**src/sv/mjtt_pkg.sv**
```systemverilog
`timescale 1ns / 1ps
// ----------------------------------------------------------------------------
// mjtt_pkg: shared definitions for the joint TLB translate block
// Field widths, request and fault codes, and EntryLo layout constants.
// ----------------------------------------------------------------------------
package mjtt_pkg;

   localparam int TLB_ENTRIES_DEFAULT = 128;

   localparam int REQ_W    = 3;
   localparam int ADDR_W   = 32;
   localparam int VPN2_W   = 19;
   localparam int ASID_W   = 8;
   localparam int LO_W     = 30;
   localparam int PIDX_W   = 7;
   localparam int FAULT_W  = 3;
   localparam int LFSR_W   = 7;

   localparam logic [LFSR_W-1:0] LFSR_SEED = 7'd1;

   localparam int PAGE_BITS  = 12;
   localparam int LO_V_BIT   = 1;
   localparam int PFN_LSB    = 6;
   // physical page bits that survive truncation to 32 bits with bit 31 cleared
   localparam int PFN_KEEP_W = ADDR_W - 1 - PAGE_BITS;

   typedef enum logic [REQ_W-1:0] {
      REQ_WRITE_IDX  = 3'd0,
      REQ_WRITE_RAND = 3'd1,
      REQ_PROBE      = 3'd2,
      REQ_LOAD       = 3'd3,
      REQ_STORE      = 3'd4
   } req_kind_type;

   typedef enum logic [FAULT_W-1:0] {
      FAULT_NONE          = 3'd0,
      FAULT_INVALID_LOAD  = 3'd1,
      FAULT_INVALID_STORE = 3'd2,
      FAULT_REFILL_LOAD   = 3'd3,
      FAULT_REFILL_STORE  = 3'd4
   } fault_kind_type;

endpackage

```
**src/sv/mjtt_prio.sv**
```systemverilog
`timescale 1ns / 1ps
// ----------------------------------------------------------------------------
// mjtt_prio: lowest-index priority encoder
// Picks the lowest set bit of the match vector as a one-hot select and index.
// ----------------------------------------------------------------------------
module mjtt_prio #(
   parameter int ENTRIES = mjtt_pkg::TLB_ENTRIES_DEFAULT,
   parameter int IDX_W   = $clog2(ENTRIES)
) (
   input  logic               clock,
   input  logic               reset,
   input  logic [ENTRIES-1:0] match,
   output logic [ENTRIES-1:0] first,
   output logic               found,
   output logic [IDX_W-1:0]   index
);
   import mjtt_pkg::*;

   always_comb begin
      logic seen;
      seen  = 1'b0;
      first = '0;
      index = '0;
      for (int i = 0; i < ENTRIES; i++) begin
         first[i] = match[i] & ~seen;
         seen     = seen | match[i];
         if (first[i]) begin
            index = index | IDX_W'(i);
         end
      end
      found = seen;
   end

`ifndef SYNTHESIS
   a_first_onehot: assert property (@(posedge clock) disable iff (reset)
      $onehot0(first))
      else $error("more than one entry selected");
   a_first_in_match: assert property (@(posedge clock) disable iff (reset)
      (first & ~match) == '0)
      else $error("selected entry does not match");
   a_found_any: assert property (@(posedge clock) disable iff (reset)
      found == (match != '0))
      else $error("found flag disagrees with match vector");
`endif

endmodule

```
**config.mk**
```make
export PLATFORM = sky130hd
export DESIGN_NAME = mjtt_prio
export DESIGN_NICKNAME = d
export VERILOG_FILES = /design/src/sv/mjtt_pkg.sv /design/src/sv/mjtt_prio.sv
export SDC_FILE = /design/constraint.sdc
export NUM_CORES = 1
export LEC_CHECK = 0
export BUFFER_PORTS_ARGS = -buffer_cell sky130_fd_sc_hd__buf_2
export CORE_AREA = 2 2 102 104
export DETAILED_ROUTE_END_ITERATION = 7
export DIE_AREA = 0 0 104 106
export MAX_ROUTING_LAYER = met4
export PLACE_DENSITY_LB_ADDON = 0.25
export SLEW_MARGIN = 10
export SYNTH_ARGS = -nofsm -noshare
export SYNTH_HDL_FRONTEND = slang
export SYNTH_SLANG_ARGS = --single-unit
```
**constraint.sdc**
```tcl
create_clock -name vclk -period 3
set_input_delay 0.15 -clock vclk [all_inputs]
set_output_delay 0.15 -clock vclk [all_outputs]
set_load 0.1 [all_outputs]
```
**Word-level counts from Yosys, hierarchy flattened**

Index checks and enable logic that the tools add are counted.

- Register bits after elaboration: 0
- Bits of input ports: 130
- Output and inout port bits: 136

- Muxes and demuxes: 127
- Bitwise gates (word level): 381

Operators by type and width:

| operator | count |
|---|---|
| 2-to-1 mux 7 bit | 64 |
| 2-to-1 mux 6 bit | 32 |
| AND 1 bit | 127 |
| NOT 1 bit | 127 |
| bitwise OR 1 bit | 127 |
| 2-to-1 mux 5 bit | 16 |
| 2-to-1 mux 4 bit | 8 |
| 2-to-1 mux 3 bit | 4 |
| 2-to-1 mux 2 bit | 2 |
| 2-to-1 mux 1 bit | 1 |

**Depth between registers and ports, before layout**

Gate-level depths: netlist of the first run.

- Depth after elaboration: 129
- Depth in mapped cells: 11
- Mapped depth without buffers: 8

**Worst setup path before layout of the first run**

Ideal clock, no wire load.

- Path kind: input -> output
- Start point: input port match[34]
- End point: output port index[0]
- Data arrival time: 5.890 ns
- Slack: -3.040 ns
- Cell stages on the path: 9
- Buffers on the path: 1
- Cell sequence: nor4_1 > nand4_1 > nor3_1 > clkbuf_1 > nand2_1 > nor4_1 > nor4_1 > and4_1 > nand4_1

- Longest elaborated chain between the ends: 96
- Elaborated cells between the ends (all ways): 280

RTL lines:

| element | RTL line | RTL |
|---|---|---|
| from (decl) | mjtt_prio.sv:12 | `input logic [ENTRIES-1:0] match,` |
| bitwise OR 1 bit (39 in series) | mjtt_prio.sv:26 | `seen = seen \| match[i];` |
| NOT 1 bit | mjtt_prio.sv:25 | `first[i] = match[i] & ~seen;` |
| AND 1 bit | mjtt_prio.sv:25 |  |
| named net first[73] | mjtt_prio.sv:13 | `output logic [ENTRIES-1:0] first,` |
| 2-to-1 mux 7 bit (55 in series) | mjtt_prio.sv:27 | `if (first[i]) begin` |
| to (decl) | mjtt_prio.sv:15 | `output logic [IDX_W-1:0] index` |

The timed path passes the listed nets, and every way through them passes these cells.

**Worst setup path in the final report of the first run**

- Start point: input port match[100]
- End point: output port index[0]

- Longest elaborated chain between the ends: 30
- Elaborated cells between the ends (all ways): 82

RTL lines:

| element | RTL line |
|---|---|
| bitwise OR 1 bit * | mjtt_prio.sv:26 |
| NOT 1 bit / bitwise OR 1 bit (equally long branches) | mjtt_prio.sv:25, mjtt_prio.sv:26 |
| AND 1 bit / bitwise OR 1 bit (equally long branches) | mjtt_prio.sv:25, mjtt_prio.sv:26 |
| 2-to-1 mux 7 bit, or another cell as far along (24 in series) | mjtt_prio.sv:27 |
| 2-to-1 mux 7 bit / NOT 1 bit (equally long branches) | mjtt_prio.sv:27, mjtt_prio.sv:25 |
| 2-to-1 mux 7 bit / AND 1 bit (equally long branches) | mjtt_prio.sv:27, mjtt_prio.sv:25 |
| 2-to-1 mux 7 bit * | mjtt_prio.sv:27 |

Every way passes the cells marked *; elsewhere a longest branch is shown, timed or not.

==> impl_metrics.env, run 1 <==
export IMPL_worstPathMaxFanout=6
export IMPL_max_stage_delay_ns=0.53
export IMPL_die_width_um=104
export IMPL_final_cells=1078
export IMPL_gr_total_overflow=0
export IMPL_nFillCells=655
export IMPL_maxSlewViolCount=0
export IMPL_regArea_um2=0
export IMPL_period_minus_slack_ns=3.174
export IMPL_synth_most_common_cell="nor2_1"
export IMPL_leakagePower_uw=0.003987
export IMPL_max_slew_worst_pin_slew_ns=0.6559
export IMPL_violations="setup timing"
export IMPL_vias=6686
export IMPL_fin_area_mm2=0.008093
export IMPL_avgSynthCellArea_um2=5.866
export IMPL_synth_common_cells="nor2_1, nor4_1, inv_1, nor3_1, nand2_1"
export IMPL_report_final_hold_viol_count=0
export IMPL_slowest_stage="or4_4"
export IMPL_syn_inst=536
export IMPL_dpl_cell_count=1072
export IMPL_hold_class="input port to output pin"
export IMPL_synthTopCellsByArea="nor4_1, nor2_1, and3_1"
export IMPL_timing_fmax_mhz=315.1
export IMPL_drt_pass1_iterations=6
export IMPL_synth_top_area_share_pct=11.14
export IMPL_multi_input_area_mm2=0.003627
export IMPL_relSlewSlack_pct=55.14
export IMPL_cp_arrival_ns=3.02
export IMPL_drt_drc_violations_left=0
export IMPL_clkbuf_count=0
export IMPL_maxCapViolCount=0
export IMPL_row_count=37
export IMPL_finalSetupTns_ns=-1.018
export IMPL_critPathBufInv=3
export IMPL_critPathTopFamily="simple AND/OR/NAND/NOR gates"
export IMPL_path_class="input port to output pin"
export IMPL_nFlopsAndLatches=0
export IMPL_drtIter0Drc=795
export IMPL_drive_gt1_share_pct=56.38
export IMPL_fin_crit_sh_pct=105.8
export IMPL_rsz0062_at_grt="true"
export IMPL_area_delta_synth_final_pct=157.4
export IMPL_yosys_area_top_type="nor4_1"
export IMPL_synth_area_mm2=0.003144
export IMPL_ios=266
export IMPL_wl_per_cell_um=21.01
export IMPL_ir_worst_vdd_v=0.00004226
export IMPL_wirelength_um=22650
export IMPL_setup_violations=8
export IMPL_worst_setup_path_start_kind="input port"
export IMPL_start_util_pct=31.44
export IMPL_cts_hold_buf=0
export IMPL_route_antenna_remaining_nets=0
export IMPL_yosysSeqAreaShare_pct=0
export IMPL_antenna_found_initial=1
export IMPL_synth_cell_types=70
export IMPL_required_ns=2.85
export IMPL_synth_fp_nets=666
export IMPL_timing_critical_path_cells="buf_6 > or4_4 > or4_4 > or3_4 > or3_4 > buf_6 > o41ai_4 > a311oi_1 > and4_1 > nand4_1 > buf_12"
export IMPL_grt_max_degree=15
export IMPL_grt_pass1_wl_um=34810
export IMPL_final_core_util_pct=80.93
export IMPL_dpl_instance_area_mm2=0.007859
export IMPL_grt_use_total_pct=39.67
export IMPL_core_mm2=0.01000
export IMPL_post_drt_via_cell_ratio=6.202
export IMPL_die_area_mm2=0.01102
export IMPL_first_global_vias=6815
export IMPL_timing_final_ws_setup_ns=-0.1737
export IMPL_die_y_um=106
export IMPL_outcome="complete, but fails checks"
export IMPL_yosys_warnings=0
export IMPL_endpoint_kind="output pin"
export IMPL_place_congestion=1.209
export IMPL_hpwl_um=19430
export IMPL_p_per_area_mw_per_mm2=48.49
export IMPL_nets=1072
export IMPL_portBuffers=264
[layout make-up]
cell class	instances	area share (%)
repair buffers	418	51.00
multi-input cells	480	44.82
well taps	136	2.103
inverters	42	2.010
diodes	2	0.06184
[where the power goes]
part / total, µW / internal [µW] / switching (µW)
combinational: 392 / 151 / 241
sequential: 0 / 0 / 0
clock: 0.0000892 / 0.0000892 / 0
total: 392 / 151 / 241
[layout by cell type, fill, tap and decap left out, types with 3 or more instances in the layout]
cell and count:
buf_2 155, buf_4 148, buf_12 108, nor2_1 71, inv_1 41, nand2_1 39, and3_1 34, nor3_1 25
nand3_1 25, nor4_1 23, nor4_4 23, nand4_1 20, and2_1 19, nor4_2 15, nand4b_1 12, nor2_2 11
a21oi_1 10, nor3_4 9, or2_2 8, nor3_2 7, or3_1 7, nand2b_1 7, o21ai_0 7, buf_6 7
and4_1 6, and3_2 6, nand3b_1 6, and4b_1 6, nor3b_4 4, nor2b_1 4, and3b_1 4, nor3b_2 4
or4_1 4, or4_4 3, or3_4 3, a31oi_1 3, o31ai_1 3
[logic make-up (layout without fill, tap and decap cells)]
logic type / count (synthesis) / in the layout / synth area share (%)
buffers and inverters: 56 / 460 / 7.959
other: 0 / 2 / 0
AOI/OAI and AO/OA: 56 / 56 / 13.53
and+or+nand+nor: 424 / 424 / 78.51
[metal layers]
| metal | GRT usage [%] | vias up | wire [µm] |
|---|---|---|---|
| li1 | - | 2895 | - |
| met1 | 43.75 | 3092 | 7882 |
| met2 | 65.65 | 551 | 10650 |
| met3 | 11.65 | 148 | 2733 |
| met4 | 19.79 | 0 | 1384 |
| met5 | - | - | 0 |
[path summary, 6_finish.rpt]
path        from   endpoint  slack, ns  cells past startpoint
max   match[100]   index[0]      -0.17                     11
min    match[56]  first[57]       0.66                      3
[timing repair]
action / CTS / global route
buffers inserted: 1 / 3
setup endpoints to repair: 9 / 11
pin swaps: 13 / 5
resized for setup: 22 / 19
[stage by stage]
step                      hold WS [ns]  setup slack [ns]  total power [µW]
after global routing            0.6691           -0.2243             415.3
after CTS                       0.6558           -0.1384             374.6
final                           0.6582           -0.1737             392.4
after detailed placement        0.6544           -0.2788             370.2
after global placement          0.6506           -0.1293             355.5
after floorplan                 0.3996            -1.110             142.6
Note: power is estimated with default switching activity, not from simulation.
==> run 2: changes to the inputs <==
==> constraint.sdc (replaced) <==
create_clock -name vclk -period 3
set_input_delay 0.6 -clock vclk [all_inputs]
set_output_delay 0.6 -clock vclk [all_outputs]
set_load 0.1 [all_outputs]
==> impl_metrics.env, run 2 <==
export IMPL_outcome="stopped before the end"
export IMPL_haltStage="detailed placement (3_5_place_dp)"
export IMPL_stop_error="[ERROR DPL-0038] Utilization greater than 100%, impossible to legalize"
export IMPL_die_width_um=104
export IMPL_synth_top_area_share_pct=11.14
export IMPL_synth_compound_area_share_pct=13.53
export IMPL_synth_simple_area_share_pct=78.51
export IMPL_synth_fa_ha_area_share_pct=0
export IMPL_yosysSeqAreaShare_pct=0
export IMPL_synth_most_common_cell="nor2_1"
export IMPL_synth_xor_area_share_pct=0
export IMPL_ios=266
export IMPL_yosys_area_top_type="nor4_1"
export IMPL_syn_inst=536
export IMPL_synth_cell_types=70
export IMPL_avgSynthCellArea_um2=5.866
export IMPL_row_count=37
export IMPL_muxShareOfSynthArea_pct=0
export IMPL_place_congestion=1.237
export IMPL_synth_fp_nets=666
export IMPL_synth_common_cells="nor2_1, nor4_1, inv_1, nor3_1, nand2_1"
export IMPL_portBuffers=264
export IMPL_synth_area_mm2=0.003144
export IMPL_die_y_um=106
export IMPL_synth_top_family_by_area="simple AND/OR/NAND/NOR gates"
export IMPL_synthTopCellsByArea="nor4_1, nor2_1, and3_1"
export IMPL_start_util_pct=31.44
export IMPL_yosys_warnings=0
==> run 2: cell counts after synthesis <==
Identical to the previous run, type by type.
==> run 2: cells by family after synthesis <==
kind of cell / count (synthesis)
simple gates: 424
compound gates: 56
buf+inv: 56
==> run 2: per-stage QoR <==
stage	cells	hold slack, ns	area (µm²)	setup TNS (ns)	worst slack, ns
after floorplan	536	1.300	4362	-47.43	-1.966
after global placement	1283	1.549	10360	-38.27	-1.010
==> run 3: changes to the inputs <==
--- a/config.mk
+++ b/config.mk
@@ -6,11 +6,10 @@
 export NUM_CORES = 1
 export LEC_CHECK = 0
 export BUFFER_PORTS_ARGS = -buffer_cell sky130_fd_sc_hd__buf_2
-export CORE_AREA = 2 2 102 104
+export CORE_AREA = 2 2 103 105
 export DETAILED_ROUTE_END_ITERATION = 7
-export DIE_AREA = 0 0 104 106
-export MAX_ROUTING_LAYER = met4
-export PLACE_DENSITY_LB_ADDON = 0.25
+export DIE_AREA = 0 0 105 107
+export PLACE_DENSITY_LB_ADDON = 0.15
 export SLEW_MARGIN = 10
 export SYNTH_ARGS = -nofsm -noshare
 export SYNTH_HDL_FRONTEND = slang
==> impl_metrics.env, run 3 <==
export IMPL_outcome="stopped before the end"
export IMPL_haltStage="detailed placement (3_5_place_dp)"
export IMPL_stop_error="[ERROR DPL-0038] Utilization greater than 100%, impossible to legalize"
export IMPL_yosys_warnings=0
export IMPL_place_congestion=1.198
export IMPL_synth_fp_nets=666
export IMPL_die_y_um=107
export IMPL_syn_inst=536
export IMPL_synthTopCellsByArea="nor4_1, nor2_1, and3_1"
export IMPL_synth_common_cells="nor2_1, nor4_1, inv_1, nor3_1, nand2_1"
export IMPL_synth_cell_types=70
export IMPL_die_width_um=105
export IMPL_yosysSeqAreaShare_pct=0
export IMPL_synth_area_mm2=0.003144
export IMPL_synth_top_area_share_pct=11.14
export IMPL_yosys_area_top_type="nor4_1"
export IMPL_row_count=37
export IMPL_start_util_pct=31.16
export IMPL_portBuffers=264
export IMPL_synth_most_common_cell="nor2_1"
export IMPL_ios=266
export IMPL_avgSynthCellArea_um2=5.866
run 3: cell counts after synthesis:
No cell type changed its count.
run 3: cell families after synthesis:
family,after synthesis,share of synthesized area (%)
compound gates,56,13.53
buf+inv,56,7.959
simple gates,424,78.51
run 3: per-stage QoR:
step / instances / setup TNS [ns] / setup slack (ns) / hold slack (ns)
after floorplan: 536 / -47.43 / -1.966 / 1.300
after global placement: 1287 / -39.61 / -1.028 / 1.631
